### src/rtl/core/lqr_pkg.sv
// shared types and fixed-point constants for the balance and heading controller
package lqr_pkg;

    // fixed-point format of all angles, rates, gains and torques
    localparam int FRAC_BITS = 16;
    localparam int ONE_Q     = 1 << FRAC_BITS;

    // limits and steps, rounded to the nearest lsb
    localparam int TILT_LIM_I = (ONE_Q * 6 + 5) / 10;
    localparam int DT_I       = (ONE_Q + 50) / 100;
    localparam int STEP_V_I   = (ONE_Q * 3 + 500) / 1000;
    localparam int STEP_W_I   = (ONE_Q * 15 + 500) / 1000;
    localparam int TAU_LIM_I  = (ONE_Q * 3 + 5) / 10;
    localparam int RATE_LIM_I = ONE_Q * 10;
    localparam int ERR_X_I    = ONE_Q / 2;
    localparam int ERR_V_I    = ONE_Q;
    // pi rounded to the fraction grid
    localparam int PI_I       = 205887;

    localparam logic signed [19:0] TILT_LIM = 20'(TILT_LIM_I);
    localparam logic signed [31:0] DT_Q     = 32'(DT_I);
    localparam logic signed [32:0] STEP_V   = 33'(STEP_V_I);
    localparam logic signed [32:0] STEP_W   = 33'(STEP_W_I);
    localparam logic signed [65:0] TAU_LIM  = 66'(TAU_LIM_I);
    localparam logic signed [31:0] RATE_LIM = 32'(RATE_LIM_I);
    localparam logic signed [32:0] ERR_X    = 33'(ERR_X_I);
    localparam logic signed [32:0] ERR_V    = 33'(ERR_V_I);
    localparam logic signed [65:0] HALF_LIM = 66'(ONE_Q);
    localparam logic signed [26:0] PI_Q     = 27'(PI_I);
    localparam logic signed [26:0] TWO_PI_Q = 27'(2 * PI_I);

    // configuration register indexes
    localparam logic [2:0] CFG_GAIN_POS   = 3'd0;
    localparam logic [2:0] CFG_GAIN_SPD   = 3'd1;
    localparam logic [2:0] CFG_GAIN_TILT  = 3'd2;
    localparam logic [2:0] CFG_GAIN_RATE  = 3'd3;
    localparam logic [2:0] CFG_PITCH_OFS  = 3'd4;
    localparam logic [2:0] CFG_HEAD_KP    = 3'd5;
    localparam logic [2:0] CFG_HEAD_KD    = 3'd6;

    // result mode codes
    typedef enum logic [1:0] {
        MODE_BALANCE = 2'd0,
        MODE_FALLEN  = 2'd1,
        MODE_REARM   = 2'd2
    } t_mode;

    // controller states
    typedef enum logic [4:0] {
        S_IDLE, S_CHECK, S_SLEW, S_MUL_SPD, S_POS, S_HEAD_SUM, S_WRAP_HEAD,
        S_HEAD_SET, S_FB1, S_FB2, S_FB3, S_FB4, S_FB5, S_HALF, S_WRAP_YERR,
        S_HD_KP, S_HD_KD, S_HD_SUM, S_TAU, S_OUT
    } t_state;

    // operand pair of the shared multiplier
    typedef enum logic [2:0] {
        MS_SPD, MS_TURN, MS_G0, MS_G1, MS_G2, MS_G3, MS_KP, MS_KD
    } t_mul_sel;

    typedef enum logic [1:0] {
        ACC_HOLD, ACC_LOAD, ACC_ADD
    } t_acc_op;

    typedef enum logic {
        WS_HEAD, WS_YERR
    } t_wrap_src;

    // controller to datapath
    typedef struct packed {
        logic      latch;
        logic      rearm_load;
        logic      slew;
        t_mul_sel  mul_sel;
        t_acc_op   acc_op;
        logic      pos_upd;
        logic      wrap_load;
        t_wrap_src wrap_src;
        logic      wrap_step;
        logic [2:0] wrap_j;
        logic      head_set;
        logic      head_from_yaw;
        logic      half_ld;
        logic      tau_ld;
        logic      out_load;
        t_mode     out_mode;
    } t_dp_cmd;

    // datapath to controller
    typedef struct packed {
        logic fallen;
    } t_dp_stat;

endpackage

### src/rtl/core/lqr_ctrl.sv
// sequencer: tick control state, rearm timer and datapath commands
module lqr_ctrl #(
    parameter int REARM_TICKS = 15
) (
    input  logic              i_clk,
    input  logic              i_rst_n,
    input  logic              i_in_valid,
    output logic              o_in_ready,
    input  logic              i_imu_valid,
    output logic              o_out_valid,
    input  logic              i_out_ready,
    input  lqr_pkg::t_dp_stat i_stat,
    output lqr_pkg::t_dp_cmd  o_cmd
);
    import lqr_pkg::*;

    localparam int CW = $clog2(REARM_TICKS + 1);

    t_state        r_state, n_state;
    t_mode         r_mode, n_mode;
    logic          r_seen, n_seen;
    logic          r_init, n_init;
    logic [CW-1:0] r_rearm, n_rearm;
    logic [2:0]    r_cnt, n_cnt;
    logic          r_out_valid, n_out_valid;

    // state register
    always_ff @(posedge i_clk) begin
        if (!i_rst_n) begin
            r_state     <= S_IDLE;
            r_mode      <= MODE_BALANCE;
            r_seen      <= 1'b0;
            r_init      <= 1'b0;
            r_rearm     <= '0;
            r_cnt       <= '0;
            r_out_valid <= 1'b0;
        end else begin
            r_state     <= n_state;
            r_mode      <= n_mode;
            r_seen      <= n_seen;
            r_init      <= n_init;
            r_rearm     <= n_rearm;
            r_cnt       <= n_cnt;
            r_out_valid <= n_out_valid;
        end
    end

    // next state and commands
    always_comb begin
        n_state     = r_state;
        n_mode      = r_mode;
        n_seen      = r_seen;
        n_init      = r_init;
        n_rearm     = r_rearm;
        n_cnt       = r_cnt;
        n_out_valid = r_out_valid && !i_out_ready;
        o_in_ready  = 1'b0;
        o_cmd       = '0;
        o_cmd.mul_sel  = MS_SPD;
        o_cmd.acc_op   = ACC_HOLD;
        o_cmd.wrap_src = WS_HEAD;
        o_cmd.out_mode = r_mode;
        o_cmd.wrap_j   = r_cnt;
        o_cmd.head_from_yaw = !r_init;
        case (r_state)
            S_IDLE: begin
                o_in_ready = 1'b1;
                if (i_in_valid) begin
                    o_cmd.latch = 1'b1;
                    n_seen  = r_seen | i_imu_valid;
                    n_state = S_CHECK;
                end
            end
            S_CHECK: begin
                if (!r_seen) begin
                    n_state = S_IDLE;
                end else if (i_stat.fallen) begin
                    n_rearm = CW'(REARM_TICKS);
                    n_mode  = MODE_FALLEN;
                    n_state = S_OUT;
                end else if (r_rearm != '0) begin
                    n_rearm = r_rearm - 1'b1;
                    o_cmd.rearm_load = 1'b1;
                    n_mode  = MODE_REARM;
                    n_state = S_OUT;
                end else begin
                    n_mode  = MODE_BALANCE;
                    n_state = S_SLEW;
                end
            end
            S_SLEW: begin
                o_cmd.slew = 1'b1;
                n_state = S_MUL_SPD;
            end
            S_MUL_SPD: begin
                o_cmd.mul_sel = MS_SPD;
                n_state = S_POS;
            end
            S_POS: begin
                o_cmd.pos_upd = 1'b1;
                o_cmd.mul_sel = MS_TURN;
                n_state = S_HEAD_SUM;
            end
            S_HEAD_SUM: begin
                o_cmd.wrap_load = 1'b1;
                o_cmd.wrap_src  = WS_HEAD;
                n_cnt   = 3'd5;
                n_state = S_WRAP_HEAD;
            end
            S_WRAP_HEAD: begin
                o_cmd.wrap_step = 1'b1;
                if (r_cnt == 3'd0) begin
                    n_state = S_HEAD_SET;
                end else begin
                    n_cnt = r_cnt - 3'd1;
                end
            end
            S_HEAD_SET: begin
                o_cmd.head_set = 1'b1;
                n_init  = 1'b1;
                n_state = S_FB1;
            end
            S_FB1: begin
                o_cmd.mul_sel = MS_G0;
                n_state = S_FB2;
            end
            S_FB2: begin
                o_cmd.acc_op  = ACC_LOAD;
                o_cmd.mul_sel = MS_G1;
                n_state = S_FB3;
            end
            S_FB3: begin
                o_cmd.acc_op  = ACC_ADD;
                o_cmd.mul_sel = MS_G2;
                n_state = S_FB4;
            end
            S_FB4: begin
                o_cmd.acc_op  = ACC_ADD;
                o_cmd.mul_sel = MS_G3;
                n_state = S_FB5;
            end
            S_FB5: begin
                o_cmd.acc_op = ACC_ADD;
                n_state = S_HALF;
            end
            S_HALF: begin
                o_cmd.half_ld   = 1'b1;
                o_cmd.wrap_load = 1'b1;
                o_cmd.wrap_src  = WS_YERR;
                n_cnt   = 3'd1;
                n_state = S_WRAP_YERR;
            end
            S_WRAP_YERR: begin
                o_cmd.wrap_step = 1'b1;
                if (r_cnt == 3'd0) begin
                    n_state = S_HD_KP;
                end else begin
                    n_cnt = r_cnt - 3'd1;
                end
            end
            S_HD_KP: begin
                o_cmd.mul_sel = MS_KP;
                n_state = S_HD_KD;
            end
            S_HD_KD: begin
                o_cmd.acc_op  = ACC_LOAD;
                o_cmd.mul_sel = MS_KD;
                n_state = S_HD_SUM;
            end
            S_HD_SUM: begin
                o_cmd.acc_op = ACC_ADD;
                n_state = S_TAU;
            end
            S_TAU: begin
                o_cmd.tau_ld = 1'b1;
                n_state = S_OUT;
            end
            S_OUT: begin
                if (!r_out_valid || i_out_ready) begin
                    o_cmd.out_load = 1'b1;
                    n_out_valid = 1'b1;
                    n_state = S_IDLE;
                end
            end
            default: begin
                n_state = S_IDLE;
            end
        endcase
    end

    assign o_out_valid = r_out_valid;

endmodule

### config.mk
export PLATFORM = sky130hd
export DESIGN_NAME = lqr_ctrl
export DESIGN_NICKNAME = d
export VERILOG_FILES = /design/src/rtl/core/lqr_pkg.sv /design/src/rtl/core/lqr_ctrl.sv
export SDC_FILE = /design/constraint.sdc
export NUM_CORES = 1
export LEC_CHECK = 0
export ABC_AREA = 1
export BUFFER_PORTS_ARGS = -buffer_cell sky130_fd_sc_hd__buf_2
export CORE_ASPECT_RATIO = 1.4
export CORE_MARGIN = 2
export CORE_UTILIZATION = 45
export CTS_BUF_LIST = sky130_fd_sc_hd__clkbuf_8
export DETAILED_ROUTE_END_ITERATION = 16
export GPL_ROUTABILITY_DRIVEN = 0
export GPL_TIMING_DRIVEN = 1
export HOLD_SLACK_MARGIN = 0.08
export PLACE_DENSITY = 0.7
export SETUP_SLACK_MARGIN = 0.5
export SLEW_MARGIN = 5
export SYNTH_ARGS = -nofsm -noshare
export SYNTH_HDL_FRONTEND = slang
export SYNTH_SLANG_ARGS = --single-unit
export TNS_END_PERCENT = 50
### constraint.sdc
create_clock -name i_clk -period 3 [get_ports i_clk]
set_input_delay 0.15 -clock i_clk [delete_from_list [all_inputs] [get_ports i_clk]]
set_output_delay 0.15 -clock i_clk [all_outputs]
set_load 0.05 [all_outputs]
* After elaboration in Yosys (flattened, before gate mapping) *
Cells that the tools add are included.

word-level totals
  input port bits = 6
  flip-flop bits (word level) = 17
  output and inout bits = 24

operators by class
  muxes and demuxes = 34
  equal/unequal tests = 24
  bitwise operators = 1
  add/sub/neg operators = 2
  reductions and logical operators = 18

operators with widths
  cell                                                                   number
  5-bit case mux with 20 select lines                                    1
  5-bit by 4-bit equality test with 1-bit output, second input constant  8
  5-bit 2-to-1 mux                                                       7
  3-bit case mux with 7 select lines                                     1
  5-bit by 3-bit equality test with 1-bit output, second input constant  4
  5-bit equality test, second input constant                             4
  1-bit 2-to-1 mux                                                       17
  5-bit by 2-bit equality test with 1-bit output, second input constant  2
  2-bit != test, second input constant                                   5
  3-bit case mux with 3 select lines                                     1
  4-bit 2-to-1 mux                                                       2
  2-bit case mux with 2 select lines                                     2
  2-bit AND reduction                                                    3
  5-bit by 1-bit equality test with 1-bit output, second input constant  1
  5-bit zero test                                                        1
  2-bit 2-to-1 mux                                                       2
  4-bit AND reduction                                                    1
  4-bit nonzero test                                                     1
  2-bit OR reduction                                                     2
  4-bit OR reduction                                                     1
  4-bit by 1-bit subtractor with 4-bit output, second input constant     1
  1-bit zero test                                                        3
  3-bit zero test                                                        1
  3-bit 2-to-1 mux                                                       1
  other kinds (7)                                                        7

* Logic depth before layout (Yosys ltp) *
  word-level depth = 5
  mapped depth = 10

* Least setup slack after synthesis *
Ideal clock, no wire load.

  kind = register -> output
  from = register r_state[0]
  to = output port o_cmd[11] (netlist name)
  slack = 1.170 ns
  buffers on the path = 1
  data required time = 2.850 ns
  data arrival time = 1.680 ns
  stages on the path, launching flop included = 6
  cell sequence = dfxtp_1 > inv_2 > nor2_4 > nand2_4 > nor2_1 > buf_4

RTL lines
  what                      line            text
  start: declaration        lqr_ctrl.sv:19  t_state r_state, n_state;
  start signal: assignment  lqr_ctrl.sv:38  r_state <= n_state;
  end: declaration          lqr_ctrl.sv:13  output lqr_pkg::t_dp_cmd o_cmd

==> summary.md <==
| Metric | Value |
|---|---|
| Status | finished clean |
| VDD IR max | 0.398 mV |
| Diode count | 0 |
| HPWL after detailed placement | ~2.2 mm |
| Hold path depth | 3 |
| F_max | approximately 560 MHz |
| Number of flops mapped to enable cells by yosys | 0 |
| Hold Violations, Final | 0 |
| DRC viols | 0 |
| Max stage delay on crit path | between 0.4 and 0.5 ns |
| Core Rows | 21 |
| CP max-delay cell | dfxtp_1 |
| Final core occ | 0.567 |
| DRT Pass-1 Iters | 4 |
| WL per Instance | 10.8 µm |
| Period utilization | 0.597 |
| Mapped Cells | 176 |
| Num CTS Buffers | 3 |
| Worst endpoint required time | 2.85 ns |
| YS warnings | 0 |
| Number of routed nets with antenna violations | 0 |
| Setup Crit Path Kind | register to output port |
| GRT Resource Usage Total | 0.204 |
| Main synth FF type | dfxtp_1 |
| Post-CTS Setup Repair Bufs | 0 |
| Vias in the first global route | 1139 |
| Placement Cell Area | 1310 µm² |
| Post-route cell area | 1360 µm² |
| Post-CTS Hold Buffers | 0 |
| # IOs | 30 |
| Number of DRC markers in iteration 0 | 28 |
| Sum Neg Setup Slack | 0 ns |
| Die ar. | 2940 µm² |
| Static Leakage | 0.762 nW |
| Worst setup EP type | output port |
| Seq/Total Area, Yosys | 0.300 |
| Final net count | 217 |
| Synth Cell Area | approximately 1100 µm² |
| Synthesis-stage register bit count | 17 |
| DRT Wirelength | approximately 2.6 mm |
| Core area | roughly 2400 µm² |
| Avg Synthesized Cell Area | 6.44 µm² |
| Global-route wire length before repair | 4.61 mm |
| CTS root buf | clkbuf_8 |
| Clock-pin slew on the worst setup and hold paths | 0.07 ns |
| Final setup violation count | 0 |
| RSZ-0062 raised after global routing | no |
| Die H | about 63 µm |
| Crit Path Max Fanout | 6 |
| Port bufs | 29 |
| Worst R2R Path Depth | 10 |
| Tightest Hold Check Type | input pin to register |
| H-tree Lvls | 1 |
| Syn-to-layout area delta | 19.6% |
| Max-slew violations | 0 |
| Share of post-route cells with drive strength above 1 | 0.251 |
| Initial core utilization | 0.474 |
| Final min period | approximately 1.8 ns |
| Clock sinks | 17 |
| Worst-skew pair later-pin latency | about 0.25 ns |
| Max_cap viols | 0 |
| Async set-reset flop share out of synthesis | 0 |
| Startpoint types | register |
| Worst Max-Slew Pin Slew | 0.435 ns |
| Clock Tree Buf Depth | 2 |
| Via count | between 1000 and 1500 |
| Crit-path cells | inv_2 -> nor2_1 -> nand3_1 -> inv_1 -> nor2_1 -> nand2_1 -> buf_2 |
| Vias per Instance | 4.91 |
| Arr. time, crit path | 1.64 ns |
| DIE WIDTH | 46.4 µm |
| Crit-path most repeated cell | nor2_1 |
| Clk_skew | about 0.0014 ns |
| Netlist cell types | 29 |
| CTS resizes | 0 |
| CTS tree | built |
| Largest net degree at the start of global routing | 14 |
| Pwr Density | around 610 nW/µm² |
| Syn nets | 185 |
| Grt ovf | 0 |
| Power Total | approximately 0.00083 W |
| Initial antenna violation count | 0 |
| Worst relative slew slack | 0.710 |
==> per-stage QoR <==
| step | hold slack [ns] | setup WS, ns | instances |
|---|---|---|---|
| after floorplan | 0.248 | 1.17 | 176 |
| after global placement | 0.392 | 1.52 | 237 |
| after detailed placement | 0.392 | 1.48 | 237 |
| after CTS | 0.129 | 1.20 | 241 |
| after global routing | 0.151 | 1.04 | 241 |
| final | 0.130 | 1.21 | 241 |
==> cell usage in the layout, fill, tap and decap left out <==
master	synthesis	layout
nor2_8	1	1
nand2_1	43	43
nand3b_1	1	1
o21a_1	1	1
inv_1	25	25
dfxtp_1	17	17
nand2_4	3	3
o22ai_1	2	2
clkinv_2	1	2
nand4_1	2	2
a21oi_1	11	11
inv_2	3	3
o21ai_2	1	1
nand3_4	1	1
nor2_2	2	2
ha_1	3	3
clkbuf_8	0	3
nor2_4	3	3
o21ai_0	3	3
o21ai_1	1	1
nand3_1	15	15
or2_2	1	1
nor3_1	2	2
xor2_1	1	1
a21oi_2	1	1
buf_2	0	29
nor2_1	26	26
nand2_2	2	2
a31oi_1	2	2
==> power by group <==
group          internal [W]  switching, W  total (W)
clock             0.0000921     0.0000785   0.000171
combinational      0.000100      0.000283   0.000383
sequential         0.000247     0.0000280   0.000275
total              0.000439      0.000389   0.000828
==> cell usage after synthesis, types with 3 or more instances <==
library cell / number / area, µm²
ha_1: 3 / 37.5
nor2_1: 26 / 97.6
nand3_1: 15 / 75.1
nand2_4: 3 / 33.8
dfxtp_1: 17 / 340
inv_1: 25 / 93.8
inv_2: 3 / 11.3
o21ai_0: 3 / 15.0
a21oi_1: 11 / 55.1
nand2_1: 43 / 161
nor2_4: 3 / 33.8
==> worst paths after layout <==
check	end	start	slack (ns)
max	o_cmd[18]	r_state[3]$_SDFFE_PN0P_	1.21
min	r_seen$_SDFFE_PN0P_	i_imu_valid	0.13
max reg2reg	r_rearm[2]$_SDFFE_PN0P_	r_rearm[0]$_SDFFE_PN0P_	1.56
min reg2reg	r_init$_SDFFE_PN0P_	r_init$_SDFFE_PN0P_	0.46
==> kinds of logic (layout without fill, tap and decap cells) <==
logic type | after synthesis | after routing | synth area share
compound gates | 22 | 22 | 0.110
flops | 17 | 17 | 0.300
buf+inv | 31 | 62 | 0.107
xor+xnor | 1 | 1 | 0.00773
simple gates | 102 | 102 | 0.441
fa+ha+maj | 3 | 3 | 0.0331
==> layout make-up <==
| cell class | instances | area, µm² |
|---|---|---|
| Clock buffer | 3 | 41.3 |
| Clock inverter | 1 | 5.00 |
| Fill cell | 238 | 1030 |
| Inverter | 29 | 110 |
| Multi-Input combinational cell | 128 | 672 |
| Sequential cell | 17 | 340 |
| Tap cell | 34 | 42.5 |
| Timing Repair Buffer | 29 | 145 |
==> critical path: cells and delay by family, from the launching register on <==
kind / cells / cell delay [ns]
buffers and inverters: 3 / 0.47
DFF: 1 / 0.46
and+or+nand+nor: 4 / 0.45
==> layer usage <==
layer / global-route usage / share of wire / vias to the layer above
li1: - / - / 617
met1: 0.242 / 0.40 / 514
met2: 0.347 / 0.52 / 45
met3: 0.0315 / 0.049 / 8
met4: 0.0786 / 0.025 / 0
met5: 0 / 0 / -
==> state kept, by name, summed over array words and instances (netlist names) <==
name / cells
r_state: 5
r_rearm: 4
r_cnt: 3
r_mode: 2
o_out_valid: 1
r_init: 1
r_seen: 1
Note: power is estimated with default switching activity, not from simulation.
